`src/hw/rtl/oaat_pkg.sv`:
```
// Shared types, constants and mixing functions of the one-at-a-time hash unit.
// No dependencies.
`timescale 1ns / 1ps

package oaat_pkg;

  localparam int HASH_WIDTH  = 32;
  localparam int UNIT_WIDTH  = 16;
  // Queue depth between front and back; a power of two.
  localparam int QUEUE_DEPTH = 2;
  localparam int QPTR_WIDTH  = (QUEUE_DEPTH > 1) ? $clog2(QUEUE_DEPTH) : 1;
  localparam int QCNT_WIDTH  = $clog2(QUEUE_DEPTH + 1);
  localparam int STEP_WIDTH  = $clog2(HASH_WIDTH);
  // Strings that can be in flight: the queue, the divider and the output register.
  localparam int MAX_PENDING = QUEUE_DEPTH + 2;

  localparam logic [HASH_WIDTH-1:0] UNIT_MASK =
    HASH_WIDTH'((64'd1 << UNIT_WIDTH) - 64'd1);

  typedef struct packed {
    logic [15:0] code_unit;
    logic        unit_valid;
    logic        last_unit;
  } in_item_t;

  typedef struct packed {
    logic [31:0] bucket_index;
    logic [31:0] full_hash;
  } out_item_t;

  // Request from the front into the queue.
  typedef struct packed {
    logic                  valid;
    logic [HASH_WIDTH-1:0] hash;
  } queue_entry_t;

  // Per-unit mixing step.
  function automatic logic [HASH_WIDTH-1:0] mix_unit(input logic [HASH_WIDTH-1:0] h_in,
                                                     input logic [HASH_WIDTH-1:0] u);
    logic [HASH_WIDTH-1:0] h;
    h = h_in + u;
    h = h + (h << 10);
    h = h ^ (h >> 6);
    return h;
  endfunction

  // End-of-string mixing.
  function automatic logic [HASH_WIDTH-1:0] finish(input logic [HASH_WIDTH-1:0] h_in);
    logic [HASH_WIDTH-1:0] h;
    h = h_in + (h_in << 3);
    h = h ^ (h >> 11);
    h = h + (h << 15);
    return h;
  endfunction

endpackage

```
`src/hw/rtl/one_at_a_time_hash_bucket_unit.sv`:
```
// Top level of the one-at-a-time hash bucket unit: bucket count register,
// front, queue and back. Depends on oaat_pkg, oaat_front, oaat_queue, oaat_back.
//
//   Channel   Signals                              Moves
//   input     in_valid / in_ready / in_data        one code unit per request
//   output    out_valid / out_ready / out_data     bucket index and hash per string
//   config    cfg_wr_en / cfg_wr_data              bucket count, no read-back
//
// A code unit is taken every cycle while the queue has room.
// After its last unit is taken, a string's hash passes through the queue, final
// mixing, the bit-serial divider and the output register; the back starts a new
// string only after it has moved the last one into the output register.
// Reset clears the running hash, the queue and the output; bucket count is 1.
// A stalled output holds the back, then the queue fills and in_ready drops.
`timescale 1ns / 1ps

module one_at_a_time_hash_bucket_unit (
  input  logic                clk,
  input  logic                rst,
  input  logic                in_valid,
  output logic                in_ready,
  input  oaat_pkg::in_item_t  in_data,
  output logic                out_valid,
  input  logic                out_ready,
  output oaat_pkg::out_item_t out_data,
  input  logic                cfg_wr_en,
  input  logic [31:0]         cfg_wr_data
);
  import oaat_pkg::*;

  logic [31:0]  bucket_count;
  queue_entry_t push;
  queue_entry_t head;
  logic         queue_full;
  logic         pop;

  // Bucket count register.
  always_ff @(posedge clk) begin
    if (rst) begin
      bucket_count <= 32'd1;
    end else if (cfg_wr_en) begin
      bucket_count <= cfg_wr_data;
    end
  end

  oaat_front u_front (
    .clk        (clk),
    .rst        (rst),
    .in_valid   (in_valid),
    .in_ready   (in_ready),
    .in_data    (in_data),
    .push       (push),
    .queue_full (queue_full)
  );

  oaat_queue u_queue (
    .clk  (clk),
    .rst  (rst),
    .push (push),
    .full (queue_full),
    .head (head),
    .pop  (pop)
  );

  oaat_back u_back (
    .clk          (clk),
    .rst          (rst),
    .bucket_count (bucket_count),
    .head         (head),
    .pop          (pop),
    .out_valid    (out_valid),
    .out_ready    (out_ready),
    .out_data     (out_data)
  );

endmodule

```
`src/hw/rtl/oaat_queue.sv`:
```
// Short queue of running hashes between the front and the back.
// Depends on oaat_pkg.
`timescale 1ns / 1ps

module oaat_queue (
  input  logic                  clk,
  input  logic                  rst,
  input  oaat_pkg::queue_entry_t push,
  output logic                  full,
  output oaat_pkg::queue_entry_t head,
  input  logic                  pop
);
  import oaat_pkg::*;

  logic [HASH_WIDTH-1:0] entries [QUEUE_DEPTH];
  logic [QPTR_WIDTH-1:0] wr_ptr;
  logic [QPTR_WIDTH-1:0] rd_ptr;
  logic [QCNT_WIDTH-1:0] count;

  assign full       = (count == QCNT_WIDTH'(QUEUE_DEPTH));
  assign head.valid = (count != '0);
  assign head.hash  = entries[rd_ptr];

  // Pointers and fill count.
  always_ff @(posedge clk) begin
    if (rst) begin
      wr_ptr <= '0;
      rd_ptr <= '0;
      count  <= '0;
    end else begin
      if (push.valid) begin
        wr_ptr <= wr_ptr + 1'b1;
      end
      if (pop) begin
        rd_ptr <= rd_ptr + 1'b1;
      end
      if (push.valid && !pop) begin
        count <= count + 1'b1;
      end else if (!push.valid && pop) begin
        count <= count - 1'b1;
      end
    end
  end

  // Entry storage.
  always_ff @(posedge clk) begin
    if (push.valid) begin
      entries[wr_ptr] <= push.hash;
    end
  end

endmodule

```
`src/hw/rtl/oaat_front.sv`:
```
// Front part: accepts code units, mixes them into the running hash and
// queues the hash of each finished string. Depends on oaat_pkg.
`timescale 1ns / 1ps

module oaat_front (
  input  logic                   clk,
  input  logic                   rst,
  input  logic                   in_valid,
  output logic                   in_ready,
  input  oaat_pkg::in_item_t     in_data,
  output oaat_pkg::queue_entry_t push,
  input  logic                   queue_full
);
  import oaat_pkg::*;

  logic [HASH_WIDTH-1:0] running_hash;
  logic [HASH_WIDTH-1:0] mixed;
  logic                  accept;

  assign in_ready = !queue_full;
  assign accept   = in_valid && in_ready;

  // Mix the unit in only when it belongs to the string.
  always_comb begin
    if (in_data.unit_valid) begin
      mixed = mix_unit(running_hash, HASH_WIDTH'(in_data.code_unit) & UNIT_MASK);
    end else begin
      mixed = running_hash;
    end
  end

  assign push.valid = accept && in_data.last_unit;
  assign push.hash  = mixed;

  // The running hash restarts from zero after each string.
  always_ff @(posedge clk) begin
    if (rst) begin
      running_hash <= '0;
    end else if (accept) begin
      running_hash <= in_data.last_unit ? '0 : mixed;
    end
  end

endmodule

```
`src/hw/rtl/oaat_back.sv`:
```
// Back part: finalizes a queued hash, takes it modulo the bucket count with a
// bit-serial restoring divider and holds the result request. Depends on oaat_pkg.
`timescale 1ns / 1ps

module oaat_back (
  input  logic                   clk,
  input  logic                   rst,
  input  logic [31:0]            bucket_count,
  input  oaat_pkg::queue_entry_t head,
  output logic                   pop,
  output logic                   out_valid,
  input  logic                   out_ready,
  output oaat_pkg::out_item_t    out_data
);
  import oaat_pkg::*;

  typedef enum logic [1:0] {
    ST_IDLE,
    ST_FINISH,
    ST_DIVIDE,
    ST_DONE
  } state_t;

  state_t                state;
  logic [HASH_WIDTH-1:0] hash_reg;
  logic [HASH_WIDTH-1:0] dividend;
  logic [HASH_WIDTH-1:0] divisor;
  logic [HASH_WIDTH-1:0] remainder;
  logic [STEP_WIDTH-1:0] step;
  logic [HASH_WIDTH:0]   rem_shift;
  logic [HASH_WIDTH:0]   trial;
  logic [HASH_WIDTH-1:0] rem_next;
  logic                  out_free;

  assign pop      = (state == ST_IDLE) && head.valid;
  assign out_free = !out_valid || out_ready;

  // One restoring division step per cycle.
  always_comb begin
    rem_shift = {remainder, dividend[HASH_WIDTH-1]};
    trial     = rem_shift - {1'b0, divisor};
    if (trial[HASH_WIDTH]) begin
      rem_next = rem_shift[HASH_WIDTH-1:0];
    end else begin
      rem_next = trial[HASH_WIDTH-1:0];
    end
  end

  // Sequencer and output register.
  always_ff @(posedge clk) begin
    if (rst) begin
      state     <= ST_IDLE;
      out_valid <= 1'b0;
    end else begin
      // A taken result is dropped unless a new one replaces it this cycle.
      if (out_valid && out_ready && (state != ST_DONE)) begin
        out_valid <= 1'b0;
      end
      case (state)
        ST_IDLE: begin
          if (head.valid) begin
            hash_reg <= head.hash;
            divisor  <= bucket_count;
            state    <= ST_FINISH;
          end
        end
        ST_FINISH: begin
          hash_reg  <= finish(hash_reg);
          dividend  <= finish(hash_reg);
          remainder <= '0;
          step      <= '0;
          state     <= ST_DIVIDE;
        end
        ST_DIVIDE: begin
          remainder <= rem_next;
          dividend  <= dividend << 1;
          step      <= step + 1'b1;
          if (step == STEP_WIDTH'(HASH_WIDTH - 1)) begin
            state <= ST_DONE;
          end
        end
        ST_DONE: begin
          if (out_free) begin
            out_valid              <= 1'b1;
            out_data.full_hash     <= hash_reg;
            // A zero bucket count has no modulo; the index reads zero.
            out_data.bucket_index  <= (divisor == '0) ? '0 : remainder;
            state                  <= ST_IDLE;
          end
        end
        default: begin
          state <= ST_IDLE;
        end
      endcase
    end
  end

endmodule

```
`config.mk`:
```
export PLATFORM = sky130hd
export DESIGN_NAME = one_at_a_time_hash_bucket_unit
export DESIGN_NICKNAME = d
export VERILOG_FILES = /design/src/hw/rtl/oaat_pkg.sv /design/src/hw/rtl/one_at_a_time_hash_bucket_unit.sv /design/src/hw/rtl/oaat_queue.sv /design/src/hw/rtl/oaat_front.sv /design/src/hw/rtl/oaat_back.sv
export SDC_FILE = /design/constraint.sdc
export NUM_CORES = 1
export LEC_CHECK = 0
export BUFFER_PORTS_ARGS = -buffer_cell sky130_fd_sc_hd__clkbuf_2
export CORE_AREA = 2 2 193 195
export DETAILED_ROUTE_END_ITERATION = 8
export DIE_AREA = 0 0 195 197
export PLACE_DENSITY = 0.76
export SETUP_SLACK_MARGIN = 0.3
export SYNTH_ARGS = -nofsm -noshare
export SYNTH_HDL_FRONTEND = slang
export SYNTH_HIERARCHICAL = 1
export SYNTH_SLANG_ARGS = --single-unit
```
`constraint.sdc`:
```
create_clock -name clk -period 18.2 [get_ports clk]
set_clock_uncertainty 0.05 [all_clocks]
set_input_delay 3.64 -clock clk [delete_from_list [all_inputs] [get_ports clk]]
set_output_delay 3.64 -clock clk [all_outputs]
set_load 0.02 [all_outputs]
```
=== After elaboration in Yosys (flattened, before gate mapping) ===
Memories as Yosys holds them, arrays and structs flattened. A register that Yosys moved wholly into a read port is not among the register bits.
Index checks and enable logic that the tools add are counted.

* Flip-flop bits (word level): 268
* RAM bits: 64
* Input port bits: 55
* Output and inout port bits: 66
* Word-level logic and storage cells: 81
* Memories kept: 1

{| class="wikitable"
|+ Memories
! memory !! words !! width !! rd ports !! clocked after memory_dff !! write ports !! RTL line !! RTL
|-
| u_queue.entries || 2 || 32 || 1 || 1 || 1 || oaat_queue.sv:15 || <nowiki>logic [HASH_WIDTH-1:0] entries [QUEUE_DEPTH];</nowiki>
|}

* Add/sub/neg operators: 10
* Equal/unequal tests: 9
* Multiplexer cells: 21
* Bitwise operators: 3
* Reduce and logical (&&, ||, !) cells: 23

{| class="wikitable"
|+ Operator list
! kind !! number
|-
| 32-bit one-hot mux with 2 select lines || 3
|-
| 32-bit two-way mux || 4
|-
| 32-bit adder || 3
|-
| 33-bit by 32-bit subtractor with 33-bit output || 1
|-
| 32-bit by 16-bit adder with 32-bit output || 1
|-
| 32-bit logical NOT || 1
|-
| 32-bit by 21-bit XOR with 32-bit output || 1
|-
| 32-bit by 26-bit XOR with 32-bit output || 1
|-
| 3-bit AND reduction || 4
|-
| 2-bit two-way mux || 5
|-
| 5-bit one-hot mux with 2 select lines || 1
|-
| 2-bit one-hot mux with 4 select lines || 1
|-
| 2-bit nonzero test || 4
|-
| 1-bit logical AND || 7
|-
| 1-bit two-way mux || 7
|-
| 2-bit == test (second input constant) || 3
|-
| 2-bit by 1-bit != test with 1-bit output (second input constant) || 3
|-
| 5-bit by 1-bit adder with 5-bit output (second input constant) || 1
|-
| 5-bit == test (second input constant) || 1
|-
| 1-bit logical NOT || 4
|-
| 1-bit adder (second input constant) || 2
|-
| 2-bit by 1-bit adder with 2-bit output (second input constant) || 1
|-
| 2-bit by 1-bit == test with 1-bit output (second input constant) || 1
|-
| 2-bit logical NOT || 1
|-
| other kinds (5) || 5
|}

=== Depth between registers and ports, before layout ===
Gate-level depths: netlist of the first run.

* Depth after elaboration: 8
* Gate-level depth with buffers: 22
* Mapped depth without buffers: 22

=== Cells and area by module ===
Netlist of the first run, hierarchy kept.

{| class="wikitable"
|+ Modules (own cells, without submodules)
! module !! instances !! cells an instance !! area an instance (um^2) !! sequential area each (um^2)
|-
| oaat_back || 1 || 1066 || 12061.6 || 5975.7
|-
| oaat_front || 1 || 529 || 4028.9 || 640.6
|-
| oaat_queue || 1 || 122 || 2519.9 || 2021.9
|-
| one_at_a_time_hash_bucket_unit || 1 || 103 || 1166.1 || 640.6
|}

=== Worst setup path before layout of the first run ===
Ideal clock, no wire load.

* Kind: in2reg
* From: in out_ready
* To: reg u_back/out_data[0] (netlist name)
* Setup time: 579 ps
* Arrival time: 8367 ps
* Data required time: 17571 ps
* Path slack: 9204 ps
* Stages on the path: 2
* Path buffers: 0
* Path through: nor2b_1 nor3b_1

* Word-level cells in the longest chain between the ends: 2

{| class="wikitable"
|+ RTL lines
! item !! RTL line !! RTL
|-
| from (decl) || one_at_a_time_hash_bucket_unit.sv:24 || <nowiki>input logic out_ready,</nowiki>
|-
| 1-bit logical OR || oaat_back.sv:36 || <nowiki>assign out_free = !out_valid || out_ready;</nowiki>
|-
| 3-bit AND reduction (no line) || n/a ||
|}

Every way passes these cells.
A chain may end at the register's enable or synchronous reset.

==> qor.yml, run 1 <==
finish:
  nets: 2104
  drive_above_1_share_pct: 16.5
  syn_to_final_growth_pct: 10.2
  layout_common_cells: "edfxtp_1 (261), nor2_1 (183), a21oi_1 (121)"
  fill_cells: 3016
  multi_input_area_mm2: 0.00984
  final_common_cell: "edfxtp_1"
  fin_cells: 2422
  register_area_mm2: 0.00928
  largest_registers: "u_back/out_data (64), u_queue/entries (64)"
place:
  port_buffers: 120
  placed_cells: 2357
  routabilityCongestion: 0.937
  hpwl_um: 35600
hold_path:
  hold_depth: 0
  min_path_type: "flip-flop to flip-flop"
floorplanning:
  core_area_mm2: 0.0363
  num_rows: 70
  dieWidth_um: 195
  dieArea_mm2: 0.0384
  io_pins: 121
  die_h_um: 197
  start_util_pct: 54.5
cts:
  cts_resized: 0
  numCtsBuffers: 35
  clock-sinks: 333
  path_clk_slew_ps: 60
  postCtsSetupRepairBufs: 0
  cts_tree: "yes"
  ctsRootBufferMaster: "clkbuf_16"
  clk-insertion-delay-late_ps: 530
  htreeDepth: 2
  cts_hold_buf: 0
  cts.path.max_buffers: 3
logic_synthesis:
  synthFlopType: "edfxtp_1"
  mappedNetlistArea_mm2: 0.0198
  avgSynthCellArea_um2: 10.9
  syn_inst: 1820
  synth-async-reset-ratio_pct: 0
  synth-edff-count: 261
  synth_seq_cells: 333
  yosysSeqAreaShare_pct: 46.9
  yosys_warnings: 6
  synth_cell_types: 91
  syn_nets: 1998
global_route:
  grt_pass1_wl_um: 75300
  overflow: 0
  grt_use_total_pct: 24.7
  antenna_found_initial: 2
  grt_pass1_vias: 13800
  grt_start_max_net_pins: 70
worst_setup_path:
  critPathRequiredTime_ps: 18410
  end_kind: "flip-flop"
  worst_setup_path_start_kind: "input pin"
  worstSetupPathType: "input pin to flip-flop"
  ff2ff_path_depth: 21
  arrival_ps: 8520
  path_max_fanout: 5
sta:
  setup_viol: 0
  maxSlewHeadroom_pct: 21.0
  hold_viol_final: 0
  max_freq_mhz: 120
  post-route-period-util_pct: 45.7
  finalCriticalPeriod_ps: 8310
  tightest_slew_ps: 1180
  drv_slew: 0
  setup_tns_ps: 0
  rsz0062_at_grt: "false"
routing:
  detail-route-antenna-nets: 0
  via_per_inst: 5.91
  wl_per_cell_um: 19.6
  drt-initial-drc-count: 1416
  dr.pass1.iters: 8
  via_count: 14300
  drc: 0
  routed_wl_um: 47500
run_status:
  outcome: "finished clean"
job:
  cap_viol_max_count: 0
[layer usage]
| metal | global-route usage (%) | share of wire (%) |
|---|---|---|
| met1 | 35.9 | 46 |
| met2 | 38.4 | 44 |
| met3 | 4.00 | 7.3 |
| met4 | 6.76 | 2.3 |
| met5 | 0 | 0 |
[kinds of logic after synthesis]
| logic type | Yosys count | synth area share (%) |
|---|---|---|
| flops | 333 | 46.9 |
| compound gates | 398 | 13.7 |
| fa+ha+maj | 124 | 8.03 |
| xor+xnor | 165 | 7.60 |
| mux | 148 | 8.12 |
| simple gates | 508 | 12.2 |
| buf+inv | 144 | 3.46 |
[worst max-delay path, cell delays in order]
cell	delay [ps]
clkbuf_2	80
ha_1	360
nand3_1	150
o2111ai_1	200
o211ai_1	200
o21a_1	260
o21bai_1	140
a21oi_1	100
xnor2_1	440
inv_1	130
fa_1	470
nor2b_1	130
o21a_1	130
o21ai_0	110
a21boi_0	300
and2_1	210
a221oi_2	80
o2111a_2	280
o41ai_2	250
xor2_1	400
xnor2_1	150
mux2_2	290
[final cells by class]
class                      count  share of cell area, %
clock buffer                  48                   4.57
tap                          468                   2.69
antenna                        2                 0.0230
multi-input combinational   1343                   45.2
sequential                   333                   42.6
inverter                      82                   1.41
clock inverter                15                  0.419
timing repair buffer         131                   3.13
[cells in the mapped netlist, types with 19 or more instances]
master    instances  area, um^2
nor2b_1          46         288
nand4_1          19         119
clkbuf_1         35         131
nor2_1          185         694
xor2_1           56         490
mux2_2           89        1000
ha_1            118        1480
edfxtp_1        261        7840
mux2i_1          55         551
dfxtp_1          72        1440
nand2_1         113         424
inv_1            81         304
o21a_1           23         173
a21oi_1         122         611
xnor2_1         104         911
a21o_1           38         285
o21ai_0          59         295
nand3_1          39         195
and3_1           22         138
[stage by stage]
step                      util (%)  instance area, um^2  hold slack (ps)  setup slack (ps)
after global placement        57.1                20700              361              9540
after CTS                     60.1                21800              377              9970
after global routing          60.1                21800              386              9450
after detailed placement      57.1                20700              364              9460
final                         60.1                21800              378              9890
after floorplan                  -                19800              351              9200
[path summary, 6_finish.rpt]
kind	to	start	slack (ps)
hold reg to reg	u_back/divisor[9]	bucket_count[9]	380
setup reg to reg	u_back/dividend[31]	u_back/hash_reg[9]	11930
setup / recovery	u_queue/entries[0][24]	in_data[5]	9890
hold / removal	u_back/divisor[9]	bucket_count[9]	380
Power of run 1 is not shown: default switching activity piles up to over one toggle a cycle in this logic, so the estimate is an artifact.
==> run 2: changes to the inputs <==
- PLACE_DENSITY: 0.76 -> 0.79
- clock period: 18.2 -> 6.76 ns (I/O delays scaled with it)
==> qor.yml, run 2 (synthesized netlist as in run 1, its figures left out) <==
finish:
  final_common_cell: "edfxtp_1"
  syn_to_final_growth_pct: 11.0
  antennaDiodeCount: 0
  drive_above_1_share_pct: 16.6
  fill_cells: 2974
  layout_common_cells: "edfxtp_1 (261), nor2_1 (183), a21oi_1 (121)"
  largest_registers: "u_back/out_data (64), u_queue/entries (64)"
  nets: 2108
global_route:
  use_met2_pct: 39.2
  overflow: 0
  grt_start_max_net_pins: 70
  grt_pass1_vias: 14000
  grt_use_total_pct: 24.9
  use_met3_pct: 3.01
  grt_use_met1_pct: 36.1
  grt_pass1_wl_um: 76100
  antenna_found_initial: 0
  grt_busiest_layer: "met2"
cts:
  cts.path.max_buffers: 3
  numCtsBuffers: 36
  cts_tree: "yes"
  htreeDepth: 2
  ctsRootBufferMaster: "clkbuf_16"
  path_clk_slew_ps: 60
  cts_hold_buf: 0
  postCtsSetupRepairBufs: 0
  clock-sinks: 333
  clk-insertion-delay-late_ps: 530
sta:
  rsz0062_at_grt: "false"
  drv_slew: 0
  fin_hold_ws_ps: 372
  maxSlewHeadroom_pct: 23.7
  tightest_slew_ps: 1140
  post-route-period-util_pct: 89.3
  max_freq_mhz: 166
  finalCriticalPeriod_ps: 6040
  setup_viol: 0
  setup_tns_ps: 0
  hold_viol_final: 0
worst_setup_path:
  arrival_ps: 6250
  end_kind: "flip-flop"
  critPathRequiredTime_ps: 6970
  worst_setup_path_start_kind: "input pin"
  ff2ff_path_depth: 22
  crit_chain: "clkbuf_2, ha_1, nand3_1, o2111ai_1, o211ai_1, o21a_1, o21bai_1, a21oi_1, xnor2_1, inv_1, fa_1, nor2b_1, o21a_1, o21ai_0, a21boi_0, and2_1, nand2_1, a311o_1, o31ai_1, xor2_1, xor2_1, mux2_2"
  path_max_fanout: 5
  cpMaxStageDelayCell: "fa_1"
  critical-path-max-stage-delay_ps: 480
  worstSetupPathType: "input pin to flip-flop"
routing:
  via_per_inst: 5.96
  dr.pass1.iters: 5
  wl_per_cell_um: 19.7
  routed_wl_um: 47800
  via_count: 14500
  detail-route-antenna-nets: 0
  drt-initial-drc-count: 1224
  drc: 0
hold_path:
  hold_depth: 0
  min_path_type: "flip-flop to flip-flop"
floorplanning:
  start_util_pct: 54.5
  num_rows: 70
  dieArea_mm2: 0.0384
  dieWidth_um: 195
  die_h_um: 197
  io_pins: 121
  core_area_mm2: 0.0363
place:
  routabilityCongestion: 0.931
  port_buffers: 120
  hpwl_um: 35700
run_status:
  outcome: "finished clean"
job:
  cap_viol_max_count: 0
[run 2: cell count changes in the layout (fill, tap and decap cells not counted), sizes merged]
cell / before / now
buf: 11 / 14
clkbuf: 168 / 173
inv: 86 / 83
diode: 2 / 0
bufinv: 0 / 4
clkinv: 9 / 6
[run 2: area by class of cell]
| type | count | area, um^2 | area share, % |
|---|---|---|---|
| tap | 468 | 586 | 2.67 |
| clock inverter | 13 | 210 | 0.958 |
| timing repair buffer | 134 | 706 | 3.22 |
| sequential | 333 | 9280 | 42.3 |
| multi-input combinational | 1343 | 9860 | 44.9 |
| inverter | 82 | 308 | 1.40 |
| clock buffer | 53 | 996 | 4.54 |
[run 2: worst max-delay path: cells and delay by family]
family | cells | cell delay (ps)
xor gates and xnor gates | 3 | 830
muxes | 1 | 300
and+or+nand+nor | 4 | 540
AOI/OAI and AO/OA | 10 | 2150
adders and majority gates | 2 | 850
buffers and inverters | 2 | 220
[run 2: layer usage]
layer,wire (um),vias up,share of wire (%)
met2,21200,544,44
met1,22100,6914,46
met4,1380,0,2.9
met3,3210,95,6.7
li1,-,6901,-
met5,0,-,0
[run 2: worst paths after layout]
path                                         start                      to  slack [ps]
worst min register to register     bucket_count[2]       u_back/divisor[2]         370
worst min-delay path               bucket_count[2]       u_back/divisor[2]         370
worst max register to register  u_back/hash_reg[0]     u_back/dividend[31]         770
worst max-delay path                    in_data[5]  u_queue/entries[1][22]         720
[run 2: metrics by stage]
stage          cells  util, %  setup WS, ps  cell area (um^2)
2_1_floorplan   1820        -          1100             19800
3_3_place_gp    2360     57.2           417             20700
3_5_place_dp    2360     57.2           270             20700
4_1_cts         2426     60.5           458             21900
5_1_grt         2426     60.5           343             21900
6_report        2426     60.5           722             21900
[run 2: what timing repair did]
| item | CTS | global route |
|---|---|---|
| resized for setup | 0 | 2 |
| endpoints found under the hold margin | 0 | 0 |
| endpoints found under the setup margin | 0 | 1 |
Power of run 2 is left out for the same reason.
